===== src/design/mcpf_pkg.sv =====
// ----------------------------------------------------------------------------
// mcpf_pkg
// Shared types and codes of the control packet framer: item codes, packet
// kinds, the command that travels from front to back, and the register set.
// ----------------------------------------------------------------------------
`default_nettype none

package mcpf_pkg;

    localparam int Q_DEPTH = 4;
    localparam int Q_AW    = $clog2(Q_DEPTH);

    // item codes on the input channel
    localparam logic OP_BEGIN = 1'b0;
    localparam logic OP_DATA  = 1'b1;

    // packet kinds
    localparam logic [2:0] KIND_CONNECT     = 3'd0;
    localparam logic [2:0] KIND_PUBLISH     = 3'd1;
    localparam logic [2:0] KIND_SUBSCRIBE   = 3'd2;
    localparam logic [2:0] KIND_UNSUBSCRIBE = 3'd3;
    localparam logic [2:0] KIND_PINGREQ     = 3'd4;
    localparam logic [2:0] KIND_DISCONNECT  = 3'd5;

    // configuration register indexes
    localparam logic [1:0] CFG_KEEP_ALIVE = 2'd0;
    localparam logic [1:0] CFG_FLAGS      = 2'd1;
    localparam logic [1:0] CFG_PACKET_ID  = 2'd2;
    localparam logic [1:0] CFG_QOS        = 2'd3;

    localparam logic [15:0] KEEP_ALIVE_RST = 16'd60;
    localparam logic [7:0]  FLAGS_RST      = 8'h02;
    localparam logic [15:0] PACKET_ID_RST  = 16'd1;
    localparam logic [1:0]  QOS_RST        = 2'd0;

    typedef enum logic [1:0] {
        CMD_HDR  = 2'd0,
        CMD_DATA = 2'd1,
        CMD_ERR  = 2'd2
    } t_cmd_op;

    typedef struct packed {
        t_cmd_op     op;
        logic [2:0]  kind;
        logic [1:0]  nvm1;    // varint bytes minus one
        logic [4:0]  count;   // bytes this command puts out
        logic        last;    // final byte of the command ends the packet
        logic [7:0]  data;
        logic [15:0] slen;
        logic [27:0] rl;
    } t_cmd;

    typedef struct packed {
        logic [15:0] keep_alive;
        logic [7:0]  flags;
        logic [15:0] packet_id;
        logic [1:0]  qos;
    } t_cfg;

    typedef struct packed {
        logic full;
        logic empty;
    } t_q_status;

endpackage

`default_nettype wire


===== src/design/mcpf_front.sv =====
// ----------------------------------------------------------------------------
// mcpf_front
// Accepts begin and data items, tracks the open packet and turns each item
// into one command for the back end.
// ----------------------------------------------------------------------------
`default_nettype none

module mcpf_front (
    input  wire                  i_clk,
    input  wire                  i_rst_n,
    input  wire                  i_accept,
    input  wire                  i_op,
    input  wire  [2:0]           i_packet_kind,
    input  wire  [15:0]          i_string_length,
    input  wire  [27:0]          i_message_length,
    input  wire  [7:0]           i_data_byte,
    output mcpf_pkg::t_cmd       o_cmd,
    output logic                 o_push
);
    import mcpf_pkg::*;

    typedef enum logic [2:0] {
        PH_IDLE = 3'b001,
        PH_STR  = 3'b010,
        PH_MSG  = 3'b100
    } t_phase;

    t_phase      r_phase, n_phase;
    logic [2:0]  r_kind, n_kind;
    logic [15:0] r_sbl, n_sbl;
    logic [27:0] r_mbl, n_mbl;

    logic        is_pub;
    logic        bad_kind;
    logic        has_str;
    logic [16:0] rl_base;
    logic [28:0] rl_sum;
    logic [1:0]  nvm1;
    logic [4:0]  tail_cnt;
    logic        hdr_end;
    logic [15:0] s_dec;
    logic [27:0] m_dec;
    t_cmd        cmd;

    assign is_pub   = (i_packet_kind == KIND_PUBLISH);
    assign bad_kind = (i_packet_kind > KIND_DISCONNECT);
    assign has_str  = (i_packet_kind <= KIND_UNSUBSCRIBE);

    always_comb begin
        unique case (i_packet_kind)
            KIND_CONNECT:     rl_base = {1'b0, i_string_length} + 17'd12;
            KIND_PUBLISH:     rl_base = {1'b0, i_string_length} + 17'd2;
            KIND_SUBSCRIBE:   rl_base = {1'b0, i_string_length} + 17'd5;
            KIND_UNSUBSCRIBE: rl_base = {1'b0, i_string_length} + 17'd4;
            default:          rl_base = 17'd0;
        endcase
    end

    // bit 28 set means the publish length does not fit a four byte varint
    assign rl_sum = {12'd0, rl_base} + (is_pub ? {1'b0, i_message_length} : 29'd0);

    always_comb begin
        priority if (rl_sum[27:21] != 7'd0) nvm1 = 2'd3;
        else if (rl_sum[20:14] != 7'd0)     nvm1 = 2'd2;
        else if (rl_sum[13:7] != 7'd0)      nvm1 = 2'd1;
        else                                nvm1 = 2'd0;
    end

    always_comb begin
        unique case (i_packet_kind)
            KIND_CONNECT:     tail_cnt = 5'd12;
            KIND_PUBLISH:     tail_cnt = 5'd2;
            KIND_SUBSCRIBE:   tail_cnt = (i_string_length == 16'd0) ? 5'd5 : 5'd4;
            KIND_UNSUBSCRIBE: tail_cnt = 5'd4;
            default:          tail_cnt = 5'd0;
        endcase
    end

    assign hdr_end = !has_str
        || (i_string_length == 16'd0 && (!is_pub || i_message_length == 28'd0));

    assign s_dec = r_sbl - 16'd1;
    assign m_dec = r_mbl - 28'd1;

    always_comb begin
        n_phase   = r_phase;
        n_kind    = r_kind;
        n_sbl     = r_sbl;
        n_mbl     = r_mbl;
        cmd       = '0;
        cmd.op    = CMD_ERR;
        cmd.count = 5'd1;
        cmd.last  = 1'b1;
        if (i_op == OP_BEGIN) begin
            n_phase = PH_IDLE;
            n_sbl   = 16'd0;
            n_mbl   = 28'd0;
            if (!bad_kind && !(is_pub && rl_sum[28])) begin
                cmd.op    = CMD_HDR;
                cmd.kind  = i_packet_kind;
                cmd.nvm1  = nvm1;
                cmd.count = 5'd2 + {3'd0, nvm1} + tail_cnt;
                cmd.last  = hdr_end;
                cmd.slen  = i_string_length;
                cmd.rl    = rl_sum[27:0];
                n_kind    = i_packet_kind;
                n_sbl     = has_str ? i_string_length : 16'd0;
                n_mbl     = is_pub ? i_message_length : 28'd0;
                if (has_str && i_string_length != 16'd0) begin
                    n_phase = PH_STR;
                end else if (is_pub && i_message_length != 28'd0) begin
                    n_phase = PH_MSG;
                end
            end
        end else begin
            cmd.data = i_data_byte;
            priority if (r_phase == PH_STR && r_sbl != 16'd0) begin
                cmd.op = CMD_DATA;
                n_sbl  = s_dec;
                if (s_dec != 16'd0) begin
                    cmd.last = 1'b0;
                end else if (r_mbl != 28'd0) begin
                    cmd.last = 1'b0;
                    n_phase  = PH_MSG;
                end else begin
                    // subscribe topic is followed by the qos byte
                    if (r_kind == KIND_SUBSCRIBE) cmd.count = 5'd2;
                    n_phase = PH_IDLE;
                end
            end else if (r_phase == PH_MSG && r_mbl != 28'd0) begin
                cmd.op = CMD_DATA;
                n_mbl  = m_dec;
                if (m_dec != 28'd0) begin
                    cmd.last = 1'b0;
                end else begin
                    n_phase = PH_IDLE;
                end
            end else begin
                cmd.data = 8'd0;
                n_phase  = PH_IDLE;
                n_sbl    = 16'd0;
                n_mbl    = 28'd0;
            end
        end
    end

    always_ff @(posedge i_clk) begin
        if (!i_rst_n) begin
            r_phase <= PH_IDLE;
            r_kind  <= 3'd0;
            r_sbl   <= 16'd0;
            r_mbl   <= 28'd0;
        end else if (i_accept) begin
            r_phase <= n_phase;
            r_kind  <= n_kind;
            r_sbl   <= n_sbl;
            r_mbl   <= n_mbl;
        end
    end

    assign o_cmd  = cmd;
    assign o_push = i_accept;

    a_str_nonzero: assert property (@(posedge i_clk) disable iff (!i_rst_n)
        (r_phase == PH_STR) |-> (r_sbl != 16'd0))
        else $error("string phase with no string bytes left");

    a_msg_nonzero: assert property (@(posedge i_clk) disable iff (!i_rst_n)
        (r_phase == PH_MSG) |-> (r_mbl != 28'd0 && r_sbl == 16'd0))
        else $error("message phase with bad counters");

    a_idle_clear: assert property (@(posedge i_clk) disable iff (!i_rst_n)
        (r_phase == PH_IDLE) |-> (r_sbl == 16'd0 && r_mbl == 28'd0))
        else $error("idle with counters left");

endmodule

`default_nettype wire


===== src/design/mcpf_queue.sv =====
// ----------------------------------------------------------------------------
// mcpf_queue
// Short command queue between front and back; the head entry is read in
// place by the back end.
// ----------------------------------------------------------------------------
`default_nettype none

module mcpf_queue (
    input  wire                  i_clk,
    input  wire                  i_rst_n,
    input  wire                  i_push,
    input  mcpf_pkg::t_cmd       i_cmd,
    input  wire                  i_pop,
    output mcpf_pkg::t_cmd       o_head,
    output mcpf_pkg::t_q_status  o_status
);
    import mcpf_pkg::*;

    t_cmd          r_mem [Q_DEPTH];
    logic [Q_AW:0] r_wr_ptr;
    logic [Q_AW:0] r_rd_ptr;
    logic          full;
    logic          empty;

    assign empty = (r_wr_ptr == r_rd_ptr);
    assign full  = (r_wr_ptr[Q_AW] != r_rd_ptr[Q_AW])
                && (r_wr_ptr[Q_AW-1:0] == r_rd_ptr[Q_AW-1:0]);

    always_ff @(posedge i_clk) begin
        if (i_push) begin
            r_mem[r_wr_ptr[Q_AW-1:0]] <= i_cmd;
        end
    end

    always_ff @(posedge i_clk) begin
        if (!i_rst_n) begin
            r_wr_ptr <= '0;
            r_rd_ptr <= '0;
        end else begin
            if (i_push) r_wr_ptr <= r_wr_ptr + 1'b1;
            if (i_pop)  r_rd_ptr <= r_rd_ptr + 1'b1;
        end
    end

    assign o_head         = r_mem[r_rd_ptr[Q_AW-1:0]];
    assign o_status.full  = full;
    assign o_status.empty = empty;

    a_no_overflow: assert property (@(posedge i_clk) disable iff (!i_rst_n)
        i_push |-> !full)
        else $error("push into full queue");

    a_no_underflow: assert property (@(posedge i_clk) disable iff (!i_rst_n)
        i_pop |-> !empty)
        else $error("pop from empty queue");

    a_ptr_step: assert property (@(posedge i_clk) disable iff (!i_rst_n)
        (i_push && !i_pop) |=> (r_wr_ptr != r_rd_ptr))
        else $error("queue empty right after a push");

endmodule

`default_nettype wire


===== src/design/mcpf_back.sv =====
// ----------------------------------------------------------------------------
// mcpf_back
// Expands queued commands into wire bytes, one per cycle, into an output
// register that holds under stall.
// ----------------------------------------------------------------------------
`default_nettype none

module mcpf_back (
    input  wire                  i_clk,
    input  wire                  i_rst_n,
    input  mcpf_pkg::t_cmd       i_head,
    input  mcpf_pkg::t_q_status  i_status,
    input  mcpf_pkg::t_cfg       i_cfg,
    output logic                 o_pop,
    output logic                 o_out_valid,
    input  wire                  i_out_stall,
    output logic [7:0]           o_out_byte,
    output logic                 o_last,
    output logic                 o_error
);
    import mcpf_pkg::*;

    localparam logic [7:0] CH_M = 8'h4D;
    localparam logic [7:0] CH_Q = 8'h51;
    localparam logic [7:0] CH_T = 8'h54;

    logic [4:0] r_idx;
    logic       r_out_valid;
    logic [7:0] r_out_byte;
    logic       r_out_last;
    logic       r_out_err;

    logic       advance;
    logic       take;
    logic       at_end;
    logic [4:0] vend;
    logic [1:0] vk;
    logic [3:0] tidx;
    logic [4:0] tsub;
    logic [6:0] vbits;
    logic [7:0] hdr_byte;
    logic [7:0] byte_val;

    function automatic logic [7:0] f_type(input logic [2:0] kind);
        logic [7:0] b;
        unique case (kind)
            KIND_CONNECT:     b = 8'h10;
            KIND_PUBLISH:     b = 8'h30;
            KIND_SUBSCRIBE:   b = 8'h82;
            KIND_UNSUBSCRIBE: b = 8'hA2;
            KIND_PINGREQ:     b = 8'hC0;
            default:          b = 8'hE0;
        endcase
        return b;
    endfunction

    function automatic logic [7:0] f_tail(input logic [2:0] kind, input logic [3:0] t,
                                          input t_cfg cfg, input logic [15:0] slen);
        logic [7:0] b;
        b = 8'd0;
        unique case (kind)
            KIND_CONNECT: begin
                unique case (t)
                    4'd0:    b = 8'h00;
                    4'd1:    b = 8'h04;
                    4'd2:    b = CH_M;
                    4'd3:    b = CH_Q;
                    4'd4:    b = CH_T;
                    4'd5:    b = CH_T;
                    4'd6:    b = 8'h04;
                    4'd7:    b = cfg.flags;
                    4'd8:    b = cfg.keep_alive[15:8];
                    4'd9:    b = cfg.keep_alive[7:0];
                    4'd10:   b = slen[15:8];
                    default: b = slen[7:0];
                endcase
            end
            KIND_PUBLISH: begin
                b = (t == 4'd0) ? slen[15:8] : slen[7:0];
            end
            KIND_SUBSCRIBE, KIND_UNSUBSCRIBE: begin
                unique case (t)
                    4'd0:    b = cfg.packet_id[15:8];
                    4'd1:    b = cfg.packet_id[7:0];
                    4'd2:    b = slen[15:8];
                    4'd3:    b = slen[7:0];
                    default: b = {6'd0, cfg.qos};
                endcase
            end
            default: b = 8'd0;
        endcase
        return b;
    endfunction

    assign advance = !r_out_valid || !i_out_stall;
    assign take    = advance && !i_status.empty;
    assign at_end  = (r_idx == i_head.count - 5'd1);
    assign o_pop   = take && at_end;

    // header layout: type byte, varint bytes, then the fixed tail
    assign vend = {3'd0, i_head.nvm1} + 5'd1;
    assign vk   = r_idx[1:0] - 2'd1;
    assign tsub = r_idx - 5'd2 - {3'd0, i_head.nvm1};
    assign tidx = tsub[3:0];

    always_comb begin
        unique case (vk)
            2'd0: vbits = i_head.rl[6:0];
            2'd1: vbits = i_head.rl[13:7];
            2'd2: vbits = i_head.rl[20:14];
            default: vbits = i_head.rl[27:21];
        endcase
    end

    always_comb begin
        priority if (r_idx == 5'd0) begin
            hdr_byte = f_type(i_head.kind);
        end else if (r_idx <= vend) begin
            hdr_byte = {(vk < i_head.nvm1), vbits};
        end else begin
            hdr_byte = f_tail(i_head.kind, tidx, i_cfg, i_head.slen);
        end
    end

    always_comb begin
        unique case (i_head.op)
            CMD_HDR:  byte_val = hdr_byte;
            CMD_DATA: byte_val = (r_idx == 5'd0) ? i_head.data : {6'd0, i_cfg.qos};
            default:  byte_val = 8'd0;
        endcase
    end

    always_ff @(posedge i_clk) begin
        if (!i_rst_n) begin
            r_idx       <= 5'd0;
            r_out_valid <= 1'b0;
        end else if (take) begin
            r_out_valid <= 1'b1;
            r_idx       <= at_end ? 5'd0 : r_idx + 5'd1;
        end else if (advance) begin
            r_out_valid <= 1'b0;
        end
    end

    always_ff @(posedge i_clk) begin
        if (take) begin
            r_out_byte <= byte_val;
            r_out_last <= i_head.last && at_end;
            r_out_err  <= (i_head.op == CMD_ERR);
        end
    end

    assign o_out_valid = r_out_valid;
    assign o_out_byte  = r_out_byte;
    assign o_last      = r_out_last;
    assign o_error     = r_out_err;

    a_err_form: assert property (@(posedge i_clk) disable iff (!i_rst_n)
        (r_out_valid && r_out_err) |-> (r_out_last && r_out_byte == 8'd0))
        else $error("error beat not last or not zero");

    a_idx_range: assert property (@(posedge i_clk) disable iff (!i_rst_n)
        !i_status.empty |-> (r_idx < i_head.count))
        else $error("byte index beyond command");

    a_idle_idx: assert property (@(posedge i_clk) disable iff (!i_rst_n)
        i_status.empty |-> (r_idx == 5'd0))
        else $error("byte index left over with empty queue");

endmodule

`default_nettype wire


===== src/design/mqtt_control_packet_framer_unit.sv =====
// ----------------------------------------------------------------------------
// mqtt_control_packet_framer_unit
// MQTT 3.1.1 client packet encoder: begin descriptors and payload bytes in,
// packet bytes out.
//
//   channel | direction | handshake             | payload
//   --------+-----------+-----------------------+---------------------------------
//   in      | input     | i_in_valid/o_in_stall | i_op, i_packet_kind,
//           |           |                       | i_string_length, i_message_length,
//           |           |                       | i_data_byte
//   out     | output    | o_out_valid/i_out_stall | o_out_byte, o_last, o_error
//   cfg     | input     | i_cfg_valid/o_cfg_ready | i_cfg_index, i_cfg_data
//
// a data item is one beat in and one beat out (two for the last subscribe topic byte);
// a begin item gives 1 to 16 header beats, one per cycle from the back end unless stalled
// the front takes one item per cycle until its 4-entry command queue fills
// an item is written to the command queue, then its first beat to the output register
// reset loads register defaults, empties the queue and closes any open packet
// o_out_* hold while o_out_valid and i_out_stall are high; o_cfg_ready is always high
// ----------------------------------------------------------------------------
`default_nettype none

module mqtt_control_packet_framer_unit (
    input  wire          i_clk,
    input  wire          i_rst_n,
    input  wire          i_in_valid,
    output logic         o_in_stall,
    input  wire          i_op,
    input  wire  [2:0]   i_packet_kind,
    input  wire  [15:0]  i_string_length,
    input  wire  [27:0]  i_message_length,
    input  wire  [7:0]   i_data_byte,
    output logic         o_out_valid,
    input  wire          i_out_stall,
    output logic [7:0]   o_out_byte,
    output logic         o_last,
    output logic         o_error,
    input  wire          i_cfg_valid,
    output logic         o_cfg_ready,
    input  wire  [1:0]   i_cfg_index,
    input  wire  [15:0]  i_cfg_data
);
    import mcpf_pkg::*;

    t_cfg      r_cfg;
    t_cmd      push_cmd;
    t_cmd      head_cmd;
    t_q_status q_status;
    logic      push;
    logic      pop;
    logic      in_accept;

    assign o_cfg_ready = 1'b1;

    always_ff @(posedge i_clk) begin
        if (!i_rst_n) begin
            r_cfg.keep_alive <= KEEP_ALIVE_RST;
            r_cfg.flags      <= FLAGS_RST;
            r_cfg.packet_id  <= PACKET_ID_RST;
            r_cfg.qos        <= QOS_RST;
        end else if (i_cfg_valid && o_cfg_ready) begin
            unique case (i_cfg_index)
                CFG_KEEP_ALIVE: r_cfg.keep_alive <= i_cfg_data;
                CFG_FLAGS:      r_cfg.flags      <= i_cfg_data[7:0];
                CFG_PACKET_ID:  r_cfg.packet_id  <= i_cfg_data;
                default:        r_cfg.qos        <= i_cfg_data[1:0];
            endcase
        end
    end

    assign o_in_stall = q_status.full;
    assign in_accept  = i_in_valid && !q_status.full;

    mcpf_front u_front (
        .i_clk            (i_clk),
        .i_rst_n          (i_rst_n),
        .i_accept         (in_accept),
        .i_op             (i_op),
        .i_packet_kind    (i_packet_kind),
        .i_string_length  (i_string_length),
        .i_message_length (i_message_length),
        .i_data_byte      (i_data_byte),
        .o_cmd            (push_cmd),
        .o_push           (push)
    );

    mcpf_queue u_queue (
        .i_clk    (i_clk),
        .i_rst_n  (i_rst_n),
        .i_push   (push),
        .i_cmd    (push_cmd),
        .i_pop    (pop),
        .o_head   (head_cmd),
        .o_status (q_status)
    );

    mcpf_back u_back (
        .i_clk       (i_clk),
        .i_rst_n     (i_rst_n),
        .i_head      (head_cmd),
        .i_status    (q_status),
        .i_cfg       (r_cfg),
        .o_pop       (pop),
        .o_out_valid (o_out_valid),
        .i_out_stall (i_out_stall),
        .o_out_byte  (o_out_byte),
        .o_last      (o_last),
        .o_error     (o_error)
    );

endmodule

`default_nettype wire


===== config.mk =====
export PLATFORM = sky130hd
export DESIGN_NAME = mqtt_control_packet_framer_unit
export DESIGN_NICKNAME = d
export VERILOG_FILES = /design/src/design/mcpf_pkg.sv /design/src/design/mcpf_front.sv /design/src/design/mcpf_queue.sv /design/src/design/mcpf_back.sv /design/src/design/mqtt_control_packet_framer_unit.sv
export SDC_FILE = /design/constraint.sdc
export NUM_CORES = 1
export LEC_CHECK = 0
export BUFFER_PORTS_ARGS = -buffer_cell sky130_fd_sc_hd__buf_2
export CORE_ASPECT_RATIO = 2
export CORE_UTILIZATION = 55
export DETAILED_ROUTE_END_ITERATION = 16
export PLACE_DENSITY = 0.69
export SLEW_MARGIN = 15
export SYNTH_ARGS = -nofsm -noshare
export SYNTH_HDL_FRONTEND = slang
export SYNTH_SLANG_ARGS = --single-unit
export TNS_END_PERCENT = 10

===== constraint.sdc =====
create_clock -name i_clk -period 5.8 [get_ports i_clk]
set_input_delay 0 -clock i_clk [delete_from_list [all_inputs] [get_ports i_clk]]
set_output_delay 0 -clock i_clk [all_outputs]
set_load 0.02 [all_outputs]

==> results of run 1 <==
## final cells by class
type	instances	area share, %
flip-flops and latches	376	44.4
clock buffers	43	4.16
repair buffers	211	6.70
inverters	47	0.771
well taps	450	2.44
multi-input cells	1272	40.5
clock inverters	22	0.983
## cell families after synthesis
kind of cell	Yosys count
simple gates	626
other cells	1
compound gates	406
xor+xnor	79
buf+inv	162
mux	106
flops	376
fa+ha+maj	54
## registers in the layout, indices dropped and copies added, names as in the netlist, named ones only
signal	count
u_queue.r_wr_ptr	3
u_queue.r_mem	260
u_back.o_out_valid	1
u_queue.r_rd_ptr	3
u_front.r_kind	3
u_back.o_out_byte	8
u_front.r_phase	3
u_back.o_error	1
u_front.r_mbl	28
u_front.r_sbl	16
u_back.r_idx	5
r_cfg	42
u_back.o_last	1
## final timing paths
kind	start	end	slack, ps	cells past startpoint
min	i_string_length[10]	u_front.r_sbl[10]	30	4
min reg2reg	r_cfg[14]	r_cfg[14]	460	2
max reg2reg	flop	u_back.o_out_byte[5]	1310	16
max	i_packet_kind[2]	u_queue.r_mem[1][57]	290	25
## power by group
group          internal, mW  switching, mW  total [mW]
clock network          1.33           1.05        2.39
registers              3.02         0.0589        3.08
logic                 0.540          0.879        1.42
## worst max-delay path, stage by stage
cell and delay, ps:
dlygate4sd3_1 530, buf_2 140, buf_4 200, or3b_4 490
clkinv_2 160, buf_4 310, and2_1 180, ha_1 190
inv_1 60, fa_1 370, nor2b_1 240, o2111a_1 330
o21ai_1 140, a211o_1 360, a31o_2 260, a21boi_0 190
nand4_1 170, o31ai_1 270, buf_4 180, ha_1 160
inv_1 60, fa_1 390, nor2b_1 180, o21ai_0 90
nor2_1 190
## metrics by stage
stage / utilization, % / std cells
CTS: 64.0 / 2421
global placement: 58.6 / 2282
detailed placement: 58.6 / 2282
floorplan: - / 1810
global route: 64.1 / 2421
finish: 64.1 / 2421
## synth_stat cells (all sizes together) (17+ instances only)
cell / instances
edfxtp: 270
nor2: 165
nand2: 157
a21oi: 121
dfxtp: 106
o21ai: 101
clkbuf: 75
mux4: 72
and2: 50
ha: 50
inv: 46
nand3: 44
nor3: 43
buf: 40
xor2: 40
xnor2: 39
mux2i: 30
nand4: 28
nor4: 27
a221oi: 26
nor2b: 22
a211oi: 18
and3: 17
## layer usage
metal	track usage [%]	wire length (microns)	vias to the layer above
li1	-	-	7106
met2	57.3	30500	566
met5	0	0	-
met3	3.21	2180	201
met1	32.9	20100	7629
met4	20.5	4140	0
## layout by cell type (no fill, tap or decap), types with 16 or more instances in the layout
cell and n:
nand4_1 25, and2_1 50, a21oi_1 117, nor3_1 37, edfxtp_1 270, mux4_2 72, dfxtp_1 104, nor2_1 162
a211oi_1 17, dlygate4sd3_1 74, mux2i_1 30, nor2b_1 20, inv_1 45, nand2_1 157, nor4_1 26, nand3_1 44
o21ai_1 20, buf_2 90, buf_4 47, o21ai_0 81, xor2_1 40, xnor2_1 38, clkbuf_16 37, ha_1 47
a21o_1 16
## what timing repair did
item,4_1_cts,5_1_grt
setup endpoints to repair,0,16
gates resized for setup,0,15
hold endpoints to repair,136,0
hold buffers,74,0
==> flow_summary.json, run 1 <==
{
  "dr.pass1.iters": 5,
  "area_growth_pct": 14.3,
  "cts_made_buffers": 36,
  "yosysTopAreaCell": "edfxtp_1",
  "maxCapViolations": 0,
  "synth_area_leaders": "edfxtp_1 40%, dfxtp_1 11%, mux4_2 8.0%",
  "cp-end-kind": "flop",
  "gp_congestion": 0.986,
  "wl_microns": 57000,
  "clkLatencyLatePin_ps": 540,
  "clk_pin_slew_ps": 60,
  "synthMuxAreaShare_pct": 9.76,
  "fin_crit_sh_pct": 94.9,
  "synthesis.area_sq_mm": 0.0202,
  "nFillCells": 2843,
  "grt_usage_pct": 31.2,
  "synth_fa_ha_area_share_pct": 3.50,
  "postCtsSetupBuffers": 0,
  "setup_viol": 0,
  "placed_area_sq_mm": 0.0211,
  "dieWidth_microns": 137,
  "syn_inst": 1810,
  "die_area_sq_mm": 0.0375,
  "synth-compound-area-share_pct": 13.4,
  "diodes": 0,
  "io_pins": 92,
  "overflow": 0,
  "io_buffers": 90,
  "timing.fmax_mhz": 182,
  "synth_xor_area_share_pct": 3.47,
  "hold_slack_ps": 31.4,
  "layout_setup_ws_ps": 294,
  "multiInputGateArea_sq_mm": 0.00933,
  "ys_seq_area_share_pct": 50.7,
  "hold_path_class": "in2reg",
  "core_area_sq_mm": 0.0359,
  "vias": 15500,
  "drive_above_1_share_pct": 17.4,
  "synth_nets": 1943,
  "ir_drop_uv": 319,
  "root_buffer": "clkbuf_16",
  "yosysWarnings": 0,
  "grt_pass1_wl_microns": 86800,
  "wl_per_cell_microns": 23.5,
  "rows": 98,
  "postSynth.asyncResetShare_pct": 0,
  "cp.arrival_ps": 5870,
  "grt_max_degree": 57,
  "yosysTopAreaCellShare_pct": 40.2,
  "finalPower_mw": 6.89,
  "dpl_worst_slack_ps": 187,
  "hold_violations": 0,
  "slew_viol_final": 0,
  "hpwl_microns": 40100,
  "vias_per_cell": 6.40,
  "start_util_pct": 56.1,
  "ys.flop_type": "edfxtp_1",
  "synth_top_family_by_area": "simple AND/OR/NAND/NOR gates",
  "worstPathRequired_ps": 6160,
  "ys_seq_elements": 376,
  "grt_pass1_vias": 15600,
  "antenna_found_initial": 0,
  "grt_setup_unrepaired": "false",
  "cp_max_fo": 30,
  "cts_max_path_buffers": 3,
  "worst_pin_slew_ps": 1230,
  "ys_types": 90,
  "maxSlewHeadroom_pct": 18.2,
  "start_kind": "primary input",
  "post-route-min-period_ps": 5510,
  "final_area_sq_mm": 0.0230,
  "status": "finished, final reports clean",
  "die-height_microns": 273,
  "setup-tns-final_ps": 0,
  "yosys.area_share.simple_pct": 15.7,
  "avgSynthCellArea_sq_um": 11.1,
  "p_leak_nw": 8.33,
  "cts_sinks": 376,
  "critPathKind": "in2reg",
  "skew_ps": 11.8,
  "powerDensity_mw_per_mm2": 299,
  "ant_nets": 0,
  "regArea_sq_mm": 0.0102,
  "nets": 2077,
  "synth_edf_count": 270,
  "drcViolationCount": 0,
  "cts_tree": "done",
  "drtIter0Drc": 1088,
  "htreeDepth": 2
}
Note: power is estimated with default switching activity, not from simulation.
==> run 2, diff against run 1 <==
- MAX_ROUTING_LAYER: default -> met4
==> run 2 against run 1 <==
Combinational power about the same. Global-route usage grew 1.7 points. Via count grew 0.19%. Count of clock-buffer cells in the layout down 2. First-iteration DRC count fell by 0.46%. Critical path type unchanged. Register-to-register slack got worse by 440 ps. Largest power group unchanged. Final cell count about the same. Cell area about the same. Power is 0.73% lower.
==> flow_summary.json, run 2 (synthesized netlist as in run 1, its figures left out) <==
{
  "status": "finished, final reports clean",
  "maxCapViolations": 0,
  "post-route-min-period_ps": 5460,
  "diodes": 0,
  "cp-end-kind": "flop",
  "vias": 15500,
  "fin_crit_sh_pct": 94.1,
  "hpwl_microns": 41300,
  "p_leak_nw": 8.31,
  "drtIter0Drc": 1083,
  "cts_tree": "done",
  "cts_made_buffers": 35,
  "dieWidth_microns": 137,
  "clk_pin_slew_ps": 70,
  "stdcell_count": 2422,
  "skew_ps": 18.2,
  "dr.pass1.iters": 5,
  "antenna_found_initial": 0,
  "dp.cells": 2283,
  "final_area_sq_mm": 0.0230,
  "start_kind": "primary input",
  "slew_viol_final": 0,
  "cpMaxStageDelayCell": "dlygate4sd3_1",
  "hold_violations": 0,
  "maxSlewHeadroom_pct": 26.0,
  "root_buffer": "clkbuf_16",
  "area_growth_pct": 14.2,
  "drcViolationCount": 0,
  "grt_usage_pct": 32.8,
  "powerDensity_mw_per_mm2": 297,
  "grt_pass1_vias": 15700,
  "wl_microns": 58100,
  "grt_pass1_wl_microns": 88800,
  "worstPathRequired_ps": 6170,
  "rows": 98,
  "nFillCells": 2892,
  "drive_above_1_share_pct": 17.5,
  "min_path_cells": 4,
  "setup_viol": 0,
  "timing.fmax_mhz": 183,
  "cp.arrival_ps": 5830,
  "final_common_cell": "edfxtp_1",
  "regArea_sq_mm": 0.0102,
  "placed_area_sq_mm": 0.0211,
  "post-route-util_pct": 64.1,
  "ant_nets": 0,
  "cts_sinks": 376,
  "htreeDepth": 2,
  "core_area_sq_mm": 0.0359,
  "start_util_pct": 56.1,
  "ff2ff_path_depth": 15,
  "io_buffers": 90,
  "die_area_sq_mm": 0.0375,
  "worst_pin_slew_ps": 1110,
  "crit_path_start": "i_string_length[2]",
  "final_cell_mix": "270 x edfxtp_1, 160 x nor2_1, 157 x nand2_1",
  "critPathKind": "in2reg",
  "grt_max_degree": 60,
  "overflow": 0,
  "die-height_microns": 273,
  "nets": 2078,
  "largest_reg_flops": 260,
  "cts_max_path_buffers": 3,
  "vias_per_cell": 6.41,
  "slowest_delay_ps": 540,
  "clkLatencyLatePin_ps": 530,
  "hold_path_class": "in2reg",
  "io_pins": 92,
  "ir_drop_uv": 386,
  "holdCritStartpoint": "i_string_length[9]",
  "multiInputGateArea_sq_mm": 0.00934,
  "gp_congestion": 0.997,
  "cp_max_fo": 12,
  "wl_per_cell_microns": 24.0
}
-- run 2: area by class of cell --
cell class,instances,area share [%]
Clock buffer,41,3.99
Clock inverter,23,0.995
Inverter,47,0.772
Multi-Input combinational cell,1272,40.6
Sequential cell,376,44.5
Tap cell,450,2.45
Timing Repair Buffer,213,6.76
-- run 2: repair_timing --
action,CTS,global route
hold buffers,73,0
hold endpoints to repair,131,0
setup endpoints to repair,0,16
buffers inserted,0,2
resized for setup,0,18
-- run 2: critical path: cells and delay by family --
family	cells	cell delay, ps
AOI/OAI and AO/OA	10	1970
buffers and inverters	6	1360
and+or+nand+nor	7	1310
adders and majority gates	4	1190
-- run 2: metal layers --
layer	global-route usage, %	share of wire (%)	vias up
met5	-	0	-
met4	22.5	7.8	0
met3	3.90	4.8	201
met2	58.0	53	618
met1	33.1	34	7603
li1	-	-	7109
-- run 2: final timing paths --
kind	to	slack, ps
worst min-delay path	u_front.r_sbl[9]	30
worst max-delay path	u_queue.r_mem[0][57]	340
worst min register to register	r_cfg[27]	460
worst max register to register	u_back.o_out_byte[4]	870
-- run 2: where the power goes --
| part | internal, mW | switching, mW |
|---|---|---|
| combinational | 0.539 | 0.890 |
| sequential | 3.02 | 0.0612 |
| clock | 1.29 | 1.03 |
| total | 4.85 | 1.98 |
-- run 2: metrics by stage --
step | hold slack [ps] | power (mW) | worst slack [ps] | setup TNS (ps)
after global placement | 253 | 4.48 | 251 | 0
after floorplan | 124 | 4.06 | 642 | 0
final | 27.6 | 6.84 | 341 | 0
after global routing | 51.4 | 7.09 | -9.30 | -30.4
after CTS | 8.28 | 6.85 | 118 | 0
after detailed placement | 261 | 4.50 | 145 | 0
==> run 3, diff against run 2 <==
- SETUP_SLACK_MARGIN: default -> 0.4
- SKIP_CTS_REPAIR_TIMING: default -> 1
==> run 3 against run 2 <==
Clock skew shrank 1.7 ps. Utilization shrank 0.23 points. Via count down 0.52%. Worst setup slack improved by 300 ps. Global-route usage is 0.62 points lower. Largest power group unchanged. The run now ends with hold timing left. Highest routed layer unchanged. Critical endpoint is now u_queue.r_mem[2][57]. Largest cell class unchanged. Critical path type unchanged. Register-to-register slack lost 30 ps. Power hardly changed.
==> flow_summary.json, run 3 (synthesized netlist as in run 1, its figures left out) <==
{
  "p_leak_nw": 8.29,
  "io_buffers": 90,
  "cpMaxStageDelayCell": "dlygate4sd3_1",
  "cts_tree": "done",
  "cts_made_buffers": 35,
  "grt_pass1_wl_microns": 87100,
  "slew_viol_final": 0,
  "worstPathCellList": "dlygate4sd3_1 > buf_2 > nand3_1 > nor2_1 > a21oi_1 > nor3b_1 > o22ai_1 > ha_1 > nand3_1 > nor4_1 > nand2_1 > o211ai_2 > buf_4 > and4_1 > o211ai_1 > a21oi_1 > nor3b_2 > buf_4 > inv_1 > fa_1 > nor2b_1 > o21ai_0 > nor2_1",
  "grt_max_degree": 60,
  "power_switching_mw": 1.98,
  "cp_max_fo": 8,
  "slowest_delay_ps": 520,
  "grt_usage_pct": 32.2,
  "area_growth_pct": 13.8,
  "grt_setup_unrepaired": "false",
  "rows": 98,
  "largest_reg_flops": 260,
  "setup-tns-final_ps": 0,
  "final_cell_mix": "270 x edfxtp_1, 162 x nor2_1, 157 x nand2_1",
  "violations": "hold timing",
  "critPathKind": "in2reg",
  "ant_nets": 0,
  "final_common_cell": "edfxtp_1",
  "drcViolationCount": 0,
  "dieWidth_microns": 137,
  "clk_pin_slew_ps": 70,
  "pwr-share-seq_pct": 45.1,
  "p_int_mw": 4.85,
  "drive_above_1_share_pct": 17.1,
  "hold_violations": 2,
  "cts_max_path_buffers": 3,
  "worstPathRequired_ps": 6140,
  "post-route-min-period_ps": 5160,
  "timing.fmax_mhz": 194,
  "vias": 15500,
  "die_area_sq_mm": 0.0375,
  "cp.arrival_ps": 5500,
  "finalPower_mw": 6.83,
  "swShare_pct": 29.0,
  "fin_crit_sh_pct": 88.9,
  "dr.pass1.iters": 7,
  "vias_per_cell": 6.39,
  "start_kind": "primary input",
  "start_util_pct": 56.1,
  "htreeDepth": 2,
  "setup_viol": 0,
  "root_buffer": "clkbuf_16",
  "cts_sinks": 376,
  "maxSlewHeadroom_pct": 20.0,
  "reg2reg_setup_slack_ps": 840,
  "antenna_found_initial": 1,
  "core_area_sq_mm": 0.0359,
  "clkLatencyLatePin_ps": 530,
  "grt_pass1_vias": 15200,
  "maxCapViolations": 0,
  "skew_ps": 16.5,
  "io_pins": 92,
  "pwr-share-comb_pct": 20.9,
  "p_clk_share_pct": 34.0,
  "gp_congestion": 0.997,
  "status": "finished with violations",
  "nets": 2072,
  "drtIter0Drc": 1049,
  "ir_drop_uv": 385,
  "worst_pin_slew_ps": 1200,
  "hold_slack_ps": -16.7,
  "overflow": 0,
  "wl_microns": 58000,
  "hold_path_class": "in2reg",
  "die-height_microns": 273,
  "cp-end-kind": "flop",
  "wl_per_cell_microns": 24.0,
  "hpwl_microns": 41300,
  "powerDensity_mw_per_mm2": 298
}
## run 3: final timing paths
| check | startpoint | endpoint | cells past startpoint |
|---|---|---|---|
| max | i_string_length[13] | u_queue.r_mem[2][57] | 23 |
| max reg2reg | flop | u_back.o_out_byte[4] | 15 |
| min | i_string_length[8] | u_front.r_sbl[8] | 3 |
| min reg2reg | r_cfg[27] | r_cfg[27] | 2 |
## run 3: metrics by stage
stage | area [sq um] | worst slack (ps) | hold WS, ps | utilization [%] | cells
2_1_floorplan | 20200 | 642 | 124 | - | 1810
3_3_place_gp | 21100 | 251 | 253 | 58.6 | 2283
3_5_place_dp | 21100 | 145 | 261 | 58.6 | 2283
4_1_cts | 22200 | 681 | -301 | 61.8 | 2347
5_1_grt | 22900 | 403 | 3.87 | 63.9 | 2417
6_report | 22900 | 643 | -16.7 | 63.9 | 2417
## run 3: final cells by class
class | instances | area, sq um
multi-input cells | 1272 | 9310
flip-flops and latches | 376 | 10200
fillers | 2901 | 13000
well taps | 450 | 563
clock buffers | 41 | 920
repair buffers | 207 | 1500
inverters | 47 | 178
diodes | 1 | 2.50
clock inverters | 23 | 229
## run 3: power groups by stage
stage	registers, mW	clock network (mW)	logic, mW
after CTS	3.08	2.36	1.37
after floorplan	3.14	0	0.916
after global routing	3.09	2.46	1.54
after detailed placement	3.14	0	1.36
after global placement	3.13	0	1.35
final	3.08	2.32	1.43
## run 3: per-layer routing
metal | routed length, microns | vias to the layer above | GRT usage, % | part of all wire (%)
li1 | - | 7100 | - | -
met1 | 20100 | 7593 | 32.9 | 35
met2 | 31000 | 569 | 57.2 | 53
met3 | 2470 | 189 | 3.41 | 4.3
met4 | 4430 | 0 | 21.3 | 7.6
met5 | 0 | - | - | 0
## run 3: worst max-delay path: cells and delay by family
kind | cells | cell delay (ps)
buffers and inverters | 5 | 1210
AOI/OAI and AO/OA | 6 | 1130
and+or+nand+nor | 10 | 2220
adders and majority gates | 2 | 950
